**config.mk**
```make
export PLATFORM = sky130hd
export DESIGN_NAME = min_max_tracking_stack_top
export DESIGN_NICKNAME = d
export VERILOG_FILES = /design/src/rtl/core/mmts_pkg.sv /design/src/rtl/core/mmts_ram.sv /design/src/rtl/core/mmts_ctrl.sv /design/src/rtl/core/mmts_dpath.sv /design/src/rtl/core/min_max_tracking_stack_top.sv
export VERILOG_INCLUDE_DIRS = /design/src /design/src/rtl/core
export SDC_FILE = /design/constraint.sdc
export NUM_CORES = 2
export LEC_CHECK = 0
export BUFFER_PORTS_ARGS = -buffer_cell sky130_fd_sc_hd__buf_2
export CAP_MARGIN = 0
export CORE_ASPECT_RATIO = 1.25
export CORE_MARGIN = 2
export CORE_UTILIZATION = 56
export DETAILED_ROUTE_END_ITERATION = 8
export GPL_ROUTABILITY_DRIVEN = 1
export GPL_TIMING_DRIVEN = 0
export PLACE_DENSITY = 0.71
export RECOVER_POWER = 100
export SLEW_MARGIN = 20
export SYNTH_ARGS = -nofsm -noshare
export SYNTH_HDL_FRONTEND = slang
export SYNTH_SLANG_ARGS = --single-unit
```
**constraint.sdc**
```tcl
create_clock -name clk -period 6.3 [get_ports clk]
set_input_delay 0.945 -clock clk [delete_from_list [all_inputs] [get_ports clk]]
set_output_delay 0.945 -clock clk [all_outputs]
set_load 0.01 [all_outputs]
```
**src/rtl/core/min_max_tracking_stack_top_defines.svh**
```systemverilog
// Assertion helpers shared by the stack modules
`ifndef MIN_MAX_TRACKING_STACK_TOP_DEFINES_SVH
`define MIN_MAX_TRACKING_STACK_TOP_DEFINES_SVH

`ifndef NO_ASSERTIONS
`define MMTS_ASSERT(lbl, prop, msg) \
    lbl: assert property (@(posedge clk) disable iff (!rst_n) prop) else $error(msg);
`define MMTS_ASSERT_NEXT(lbl, ante, cons, msg) \
    lbl: assert property (@(posedge clk) disable iff (!rst_n) (ante) |=> (cons)) \
        else $error(msg);
`else
`define MMTS_ASSERT(lbl, prop, msg)
`define MMTS_ASSERT_NEXT(lbl, ante, cons, msg)
`endif

`endif

```
**src/rtl/core/mmts_pkg.sv**
```systemverilog
package mmts_pkg;

    localparam int unsigned STACK_DEPTH_DEF = 16;
    localparam int unsigned DATA_W          = 32;
    localparam int unsigned ENTRY_W         = 3 * DATA_W;
    localparam int unsigned COUNT_OUT_W     = 5;
    localparam int unsigned STATUS_W        = 2;

    localparam logic CMD_PUSH = 1'b0;
    localparam logic CMD_POP  = 1'b1;

    localparam logic [STATUS_W-1:0] STATUS_OK        = 2'd0;
    localparam logic [STATUS_W-1:0] STATUS_OVERFLOW  = 2'd1;
    localparam logic [STATUS_W-1:0] STATUS_UNDERFLOW = 2'd2;

    localparam logic [DATA_W-1:0] EMPTY_WORD = 32'hFFFF_FFFF;

    typedef enum logic [1:0] {
        S_IDLE,
        S_EXEC,
        S_FILL,
        S_DONE
    } state_t;

    typedef struct packed {
        logic load;
        logic exec;
        logic fill;
        logic emit;
    } ctrl_cmd_t;

    typedef struct packed {
        logic need_fill;
    } dp_stat_t;

endpackage

```
**src/rtl/core/mmts_ram.sv**
```systemverilog
module mmts_ram #(
    parameter int unsigned WIDTH = 32,
    parameter int unsigned DEPTH = 16,
    parameter int unsigned AW    = (DEPTH > 1) ? $clog2(DEPTH) : 1
) (
    input  logic             clk,
    input  logic             we,
    input  logic [AW-1:0]    waddr,
    input  logic [WIDTH-1:0] wdata,
    input  logic             re,
    input  logic [AW-1:0]    raddr,
    output logic [WIDTH-1:0] rdata
);

    logic [WIDTH-1:0] mem [DEPTH];
    logic [WIDTH-1:0] rdata_reg;

    always_ff @(posedge clk)
    begin
        if (we)
        begin
            mem[waddr] <= wdata;
        end
        if (re)
        begin
            rdata_reg <= mem[raddr];
        end
    end

    assign rdata = rdata_reg;

endmodule

```
**src/rtl/core/mmts_ctrl.sv**
```systemverilog
`include "min_max_tracking_stack_top_defines.svh"

module mmts_ctrl (
    input  logic                  clk,
    input  logic                  rst_n,
    input  logic                  in_valid,
    output logic                  in_ready,
    output logic                  out_valid,
    input  logic                  out_ready,
    output mmts_pkg::ctrl_cmd_t   ctrl,
    input  mmts_pkg::dp_stat_t    stat
);

    mmts_pkg::state_t state_reg;
    mmts_pkg::state_t state_next;
    logic             out_valid_reg;
    logic             out_valid_next;
    logic             slot_free;

    assign slot_free = !out_valid_reg || out_ready;

    always_ff @(posedge clk or negedge rst_n)
    begin
        if (!rst_n)
        begin
            state_reg     <= mmts_pkg::S_IDLE;
            out_valid_reg <= 1'b0;
        end
        else
        begin
            state_reg     <= state_next;
            out_valid_reg <= out_valid_next;
        end
    end

    always_comb
    begin
        state_next = state_reg;
        case (state_reg)
            mmts_pkg::S_IDLE:
            begin
                if (in_valid)
                begin
                    state_next = mmts_pkg::S_EXEC;
                end
            end
            mmts_pkg::S_EXEC:
            begin
                state_next = stat.need_fill ? mmts_pkg::S_FILL : mmts_pkg::S_DONE;
            end
            mmts_pkg::S_FILL:
            begin
                state_next = mmts_pkg::S_DONE;
            end
            mmts_pkg::S_DONE:
            begin
                if (slot_free)
                begin
                    state_next = mmts_pkg::S_IDLE;
                end
            end
            default:
            begin
                state_next = mmts_pkg::S_IDLE;
            end
        endcase
    end

    always_comb
    begin
        in_ready  = 1'b0;
        ctrl      = '0;
        case (state_reg)
            mmts_pkg::S_IDLE:
            begin
                in_ready  = 1'b1;
                ctrl.load = in_valid;
            end
            mmts_pkg::S_EXEC:
            begin
                ctrl.exec = 1'b1;
            end
            mmts_pkg::S_FILL:
            begin
                ctrl.fill = 1'b1;
            end
            mmts_pkg::S_DONE:
            begin
                ctrl.emit = slot_free;
            end
            default:
            begin
                in_ready = 1'b0;
            end
        endcase
    end

    // result slot: set on emit, cleared when the word is taken
    always_comb
    begin
        out_valid_next = out_valid_reg;
        if (ctrl.emit)
        begin
            out_valid_next = 1'b1;
        end
        else if (out_ready)
        begin
            out_valid_next = 1'b0;
        end
    end

    assign out_valid = out_valid_reg;

    `MMTS_ASSERT_NEXT(a_accept_exec, in_valid && in_ready, state_reg == mmts_pkg::S_EXEC, "accepted word did not start execution")
    `MMTS_ASSERT_NEXT(a_emit_valid, ctrl.emit, out_valid_reg, "emitted result not presented")
    `MMTS_ASSERT(a_fill_after_exec, (state_reg == mmts_pkg::S_FILL) |-> ($past(state_reg) == mmts_pkg::S_EXEC), "refill without a pop")

endmodule

```
**src/rtl/core/mmts_dpath.sv**
```systemverilog
`include "min_max_tracking_stack_top_defines.svh"

module mmts_dpath #(
    parameter int unsigned STACK_DEPTH = mmts_pkg::STACK_DEPTH_DEF
) (
    input  logic                                   clk,
    input  logic                                   rst_n,
    input  mmts_pkg::ctrl_cmd_t                    ctrl,
    output mmts_pkg::dp_stat_t                     stat,
    input  logic                                   cmd,
    input  logic signed [mmts_pkg::DATA_W-1:0]     value,
    output logic [mmts_pkg::STATUS_W-1:0]          status,
    output logic signed [mmts_pkg::DATA_W-1:0]     popped_value,
    output logic signed [mmts_pkg::DATA_W-1:0]     top_value,
    output logic signed [mmts_pkg::DATA_W-1:0]     current_min,
    output logic signed [mmts_pkg::DATA_W-1:0]     current_max,
    output logic [mmts_pkg::COUNT_OUT_W-1:0]       entry_count,
    output logic                                   is_empty,
    output logic                                   is_full
);

    localparam int unsigned CNT_W = $clog2(STACK_DEPTH + 1);
    localparam int unsigned AW    = (STACK_DEPTH > 1) ? $clog2(STACK_DEPTH) : 1;
    localparam int unsigned DW    = mmts_pkg::DATA_W;

    logic                          cmd_reg;
    logic signed [DW-1:0]          value_reg;
    logic [CNT_W-1:0]              count_reg;
    logic [CNT_W-1:0]              count_next;
    logic signed [DW-1:0]          top_val_reg;
    logic signed [DW-1:0]          top_min_reg;
    logic signed [DW-1:0]          top_max_reg;
    logic [mmts_pkg::STATUS_W-1:0] op_status_reg;
    logic signed [DW-1:0]          op_popped_reg;

    logic [mmts_pkg::STATUS_W-1:0] status_reg;
    logic signed [DW-1:0]          popped_out_reg;
    logic signed [DW-1:0]          top_out_reg;
    logic signed [DW-1:0]          min_out_reg;
    logic signed [DW-1:0]          max_out_reg;
    logic [mmts_pkg::COUNT_OUT_W-1:0] count_out_reg;
    logic                          empty_out_reg;
    logic                          full_out_reg;

    logic                          full;
    logic                          empty;
    logic                          do_push;
    logic                          do_pop;
    logic [CNT_W-1:0]              cnt_m1;
    logic [CNT_W-1:0]              cnt_m2;
    logic signed [DW-1:0]          new_min;
    logic signed [DW-1:0]          new_max;
    logic [mmts_pkg::ENTRY_W-1:0]  ram_rdata;
    logic [CNT_W+mmts_pkg::COUNT_OUT_W-1:0] cnt_ext;

    assign full    = (count_reg == CNT_W'(STACK_DEPTH));
    assign empty   = (count_reg == '0);
    assign do_push = ctrl.exec && (cmd_reg == mmts_pkg::CMD_PUSH) && !full;
    assign do_pop  = ctrl.exec && (cmd_reg == mmts_pkg::CMD_POP) && !empty;
    assign cnt_m1  = count_reg - CNT_W'(1);
    assign cnt_m2  = count_reg - CNT_W'(2);

    // pop leaving entries behind must fetch the new top from the RAM
    assign stat.need_fill = do_pop && (count_reg > CNT_W'(1));

    // first entry seeds the running extremes
    always_comb
    begin
        new_min = value_reg;
        new_max = value_reg;
        if (!empty)
        begin
            new_min = (value_reg < top_min_reg) ? value_reg : top_min_reg;
            new_max = (top_max_reg < value_reg) ? value_reg : top_max_reg;
        end
    end

    always_comb
    begin
        count_next = count_reg;
        if (do_push)
        begin
            count_next = count_reg + CNT_W'(1);
        end
        else if (do_pop)
        begin
            count_next = cnt_m1;
        end
    end

    always_ff @(posedge clk or negedge rst_n)
    begin
        if (!rst_n)
        begin
            count_reg <= '0;
        end
        else
        begin
            count_reg <= count_next;
        end
    end

    // entries below the top live in RAM; the top stays in registers
    mmts_ram #(
        .WIDTH (mmts_pkg::ENTRY_W),
        .DEPTH (STACK_DEPTH),
        .AW    (AW)
    ) u_ram (
        .clk   (clk),
        .we    (do_push && !empty),
        .waddr (cnt_m1[AW-1:0]),
        .wdata ({top_val_reg, top_min_reg, top_max_reg}),
        .re    (stat.need_fill),
        .raddr (cnt_m2[AW-1:0]),
        .rdata (ram_rdata)
    );

    always_ff @(posedge clk)
    begin
        if (ctrl.load)
        begin
            cmd_reg   <= cmd;
            value_reg <= value;
        end
        if (ctrl.exec)
        begin
            if (cmd_reg == mmts_pkg::CMD_PUSH && full)
            begin
                op_status_reg <= mmts_pkg::STATUS_OVERFLOW;
            end
            else if (cmd_reg == mmts_pkg::CMD_POP && empty)
            begin
                op_status_reg <= mmts_pkg::STATUS_UNDERFLOW;
            end
            else
            begin
                op_status_reg <= mmts_pkg::STATUS_OK;
            end
            if (do_pop)
            begin
                op_popped_reg <= top_val_reg;
            end
            else
            begin
                op_popped_reg <= mmts_pkg::EMPTY_WORD;
            end
        end
        if (do_push)
        begin
            top_val_reg <= value_reg;
            top_min_reg <= new_min;
            top_max_reg <= new_max;
        end
        else if (ctrl.fill)
        begin
            top_val_reg <= ram_rdata[3*DW-1:2*DW];
            top_min_reg <= ram_rdata[2*DW-1:DW];
            top_max_reg <= ram_rdata[DW-1:0];
        end
    end

    assign cnt_ext = {{mmts_pkg::COUNT_OUT_W{1'b0}}, count_reg};

    always_ff @(posedge clk)
    begin
        if (ctrl.emit)
        begin
            status_reg     <= op_status_reg;
            popped_out_reg <= op_popped_reg;
            top_out_reg    <= empty ? mmts_pkg::EMPTY_WORD : top_val_reg;
            min_out_reg    <= empty ? mmts_pkg::EMPTY_WORD : top_min_reg;
            max_out_reg    <= empty ? mmts_pkg::EMPTY_WORD : top_max_reg;
            count_out_reg  <= cnt_ext[mmts_pkg::COUNT_OUT_W-1:0];
            empty_out_reg  <= empty;
            full_out_reg   <= full;
        end
    end

    assign status       = status_reg;
    assign popped_value = popped_out_reg;
    assign top_value    = top_out_reg;
    assign current_min  = min_out_reg;
    assign current_max  = max_out_reg;
    assign entry_count  = count_out_reg;
    assign is_empty     = empty_out_reg;
    assign is_full      = full_out_reg;

    `MMTS_ASSERT(a_count_bound, count_reg <= CNT_W'(STACK_DEPTH), "entry count beyond depth")
    `MMTS_ASSERT(a_fill_nonempty, ctrl.fill |-> !empty, "refill with an empty stack")

endmodule

```
**src/rtl/core/min_max_tracking_stack_top.sv**
```systemverilog
// Each accepted word passes through the EXEC and DONE states before its result is
// presented; a pop that leaves entries behind also passes FILL (the new top is read
// back from the stack RAM). The controller handles one word at a time, holding in
// DONE until the output slot is free, and the RAM read is registered.
// Reset (rst_n, async, active low) empties the stack; RAM contents are not cleared.
module min_max_tracking_stack_top #(
    parameter int unsigned STACK_DEPTH = mmts_pkg::STACK_DEPTH_DEF
) (
    input  logic                                   clk,
    input  logic                                   rst_n,
    input  logic                                   in_valid,
    output logic                                   in_ready,
    input  logic                                   cmd,
    input  logic signed [mmts_pkg::DATA_W-1:0]     value,
    output logic                                   out_valid,
    input  logic                                   out_ready,
    output logic [mmts_pkg::STATUS_W-1:0]          status,
    output logic signed [mmts_pkg::DATA_W-1:0]     popped_value,
    output logic signed [mmts_pkg::DATA_W-1:0]     top_value,
    output logic signed [mmts_pkg::DATA_W-1:0]     current_min,
    output logic signed [mmts_pkg::DATA_W-1:0]     current_max,
    output logic [mmts_pkg::COUNT_OUT_W-1:0]       entry_count,
    output logic                                   is_empty,
    output logic                                   is_full
);

    mmts_pkg::ctrl_cmd_t ctrl;
    mmts_pkg::dp_stat_t  stat;

    mmts_ctrl u_ctrl (
        .clk       (clk),
        .rst_n     (rst_n),
        .in_valid  (in_valid),
        .in_ready  (in_ready),
        .out_valid (out_valid),
        .out_ready (out_ready),
        .ctrl      (ctrl),
        .stat      (stat)
    );

    mmts_dpath #(
        .STACK_DEPTH (STACK_DEPTH)
    ) u_dpath (
        .clk          (clk),
        .rst_n        (rst_n),
        .ctrl         (ctrl),
        .stat         (stat),
        .cmd          (cmd),
        .value        (value),
        .status       (status),
        .popped_value (popped_value),
        .top_value    (top_value),
        .current_min  (current_min),
        .current_max  (current_max),
        .entry_count  (entry_count),
        .is_empty     (is_empty),
        .is_full      (is_full)
    );

endmodule

```
==> metrics.cfg <==
[clock_tree]
postCtsSetupBuffers = 0
clk-insertion-delay-late_ps = 830
postCtsHoldBufs = 0
max-clock-path-buffers = 3
cts_tree = built
clk_pin_slew_ps = 70
root_buffer = clkbuf_16
cts_buffers = 176
h-tree-depth = 4
clkSinkCount = 1940
cts_resized = 0

[yosys]
syn_area_per_cell_sq_um = 22.7
syn_inst = 3246
synth_cell_types = 45
synth_warnings = 0
synth.area.top_cells = edfxtp_1 79%, mux4_2 15%, nand2_1 1.3%
synth_area_leader_cell = edfxtp_1
netlist.area_leader.share = 0.788
synth_fp_nets = 3358
netlist_area_sq_um = 73600
seq_area_frac_synth = 0.791
synth-seq-cells = 1940

[drt]
wirelength_microns = 191000
drc = 0
final_antenna_net_count = 0
vias = 36300
viasPerCell = 6.50
drt_iter0_drc = 5277
dr.pass1.iters = 5
wl_per_cell_microns = 34.1

[run]
maxCapViolations = 11

[status]
outcome = finished, violations left
violations = max-capacitance violations, max-slew violations, negative setup slack

[power_and_ir_drop]
pwr-share-seq = 0.472
switching_power_mw = 13.5
vdd_drop_max_v = 0.000462
power_mw = 43.0
combPwrFrac = 0.272
clockPowerShare = 0.256
power.internal_mw = 29.5
p_leak_nw = 27.2
swShare = 0.314
power_density_nw_per_um2 = 512

[timing]
hold_slack_ps = 296
fin_crit_sh = 1.00
worst_pin_slew_ps = 2990
rsz0062_at_grt = no
slew_headroom = -0.993
slew_violations = 294
setup_slack_ps = -2.15
finalSetupViolCount = 4
max_freq_mhz = 159
finalClockSkew_ps = 41.0
fin_crit_ps = 6300
hold_viol_final = 0

[placed_design]
place.gp.congestion = 0.881
portBuffers = 175
place_ws_ps = -254
place_hpwl_microns = 127000

[global_route]
grt_use_met1 = 0.382
overflow = 0
grt_pass1_wl_microns = 270000
use_met2 = 0.460
grt_usage = 0.290
met3_usage = 0.0782
antenna_found_initial = 17
busiest_layer = met2
grt_max_degree = 71
grt_pass1_vias = 36500

[final_layout]
drive_gt1_frac = 0.259
syn_to_final_growth_pct = 14.0
final_common_cell = edfxtp_1
seqCellArea_sq_um = 58200
final_cell_mix = 1932 x edfxtp_1, 480 x mux4_2, 277 x clkbuf_1, 257 x nand2_1, 181 x clkbuf_16
multi_input_area_sq_um = 14400
fillerInstances = 8471
largest_reg_flops = 1536
fin_nets = 3828

[die]
initial_core_util = 0.565
core_sq_um = 130000
die_w_microns = 328
fp.dieH_microns = 409
row_count = 148
num_io_pins = 176
die-area_sq_um = 134000

[critical_path]
cpPeakStageDelay_ps = 750
end_kind = register
worst-path-buf-inv = 9
cp_max_fo = 19
startpoint_type = register
required_ps = 6820
crit_type = reg2reg
path_cells = clkbuf_1 -> buf_2 -> inv_1 -> ha_1 -> buf_2 -> nor3b_1 -> nand2_1 -> inv_1 -> nor2_1 -> nor2_1 -> nor4_2 -> buf_4 -> buf_4 -> clkbuf_1 -> clkbuf_2
crit_family = buffers and inverters
critPathSlowestCell = nor4_2
critPathArrivalTime_ps = 6820

[worst_hold_path]
hp-class = in2reg

==> final timing paths <==
kind                            slack (ps)                        to                      start  depth (start not counted)
worst max register to register          -2   u_dpath.top_max_reg[19]       u_dpath.count_reg[1]                         15
max in group asynchronous             5240       u_ctrl.state_reg[1]                      rst_n                          1
worst max-delay path                    -2   u_dpath.top_max_reg[19]       u_dpath.count_reg[1]                         15
worst min register to register         410  u_dpath.popped_value[27]  u_dpath.op_popped_reg[27]                          0
min in group asynchronous              330      u_dpath.count_reg[2]                      rst_n                          1
worst min-delay path                   300      u_dpath.value_reg[8]                   value[8]                          1
==> synth_stat cells, drive strengths merged <==
library cell / n
or2: 65
a22oi: 1
a41o: 1
a311oi: 1
xor2: 3
mux2i: 1
o211ai: 2
nor3: 3
nand4: 11
nor4: 3
nor2: 34
o311ai: 1
xnor2: 4
nor3b: 1
o221a: 1
and2: 4
mux4: 480
buf: 87
o21ai: 46
a31o: 1
inv: 73
a21oi: 30
clkbuf: 57
nand2: 257
nor2b: 1
a21boi: 1
dfrtp: 8
a211oi: 2
or3b: 1
a2111oi: 2
o22ai: 2
a21o: 3
nand2b: 5
o21bai: 1
nand3: 10
mux2: 1
or3: 33
edfxtp: 1932
a221oi: 2
ha: 75
==> per-stage QoR <==
| stage | utilization | instance area [sq um] | TNS, ps | std cells |
|---|---|---|---|---|
| 3_3_place_gp | 0.588 | 76700 | - | 5146 |
| 2_1_floorplan | - | 73600 | -827300 | 3246 |
| 6_report | 0.644 | 84000 | -8.08 | 5596 |
| 3_5_place_dp | 0.611 | 79600 | -2210 | 5264 |
| 5_1_grt | 0.644 | 83900 | 0 | 5588 |
| 4_1_cts | 0.656 | 85600 | 0 | 5588 |
==> logic make-up after synthesis <==
kind of cell,Yosys count,share of synthesized area
compound gates,97,0.00748
xor+xnor,7,0.000833
fa+ha+maj,75,0.0127
buf+inv,217,0.0148
flops,1940,0.791
mux,482,0.147
simple gates,428,0.0263
==> power groups by stage <==
stage	Sequential [mW]	Clock, mW	Combinational [mW]
4_1_cts	20.2	11.1	12.1
2_1_floorplan	19.8	0	7.45
3_3_place_gp	20.6	0	11.2
5_1_grt	20.5	11.6	12.3
3_5_place_dp	20.4	0	12.0
6_report	20.3	11.0	11.7
==> layout make-up <==
cell class	count	share of cell area
Antenna cell	8	0.000238
Buffer	143	0.00931
Clock buffer	214	0.0560
Clock inverter	111	0.0148
Inverter	73	0.00335
Multi-Input combinational cell	1089	0.171
Sequential cell	1940	0.693
Tap cell	1725	0.0257
Timing Repair Buffer	293	0.0257
==> metal layers <==
layer  share of wire  vias up
li1                -    14400
met1            0.36    19100
met2            0.48     2364
met3            0.11      478
met4           0.049       16
met5          0.0018        -
No activity file was read; power rests on OpenSTA's default activity.
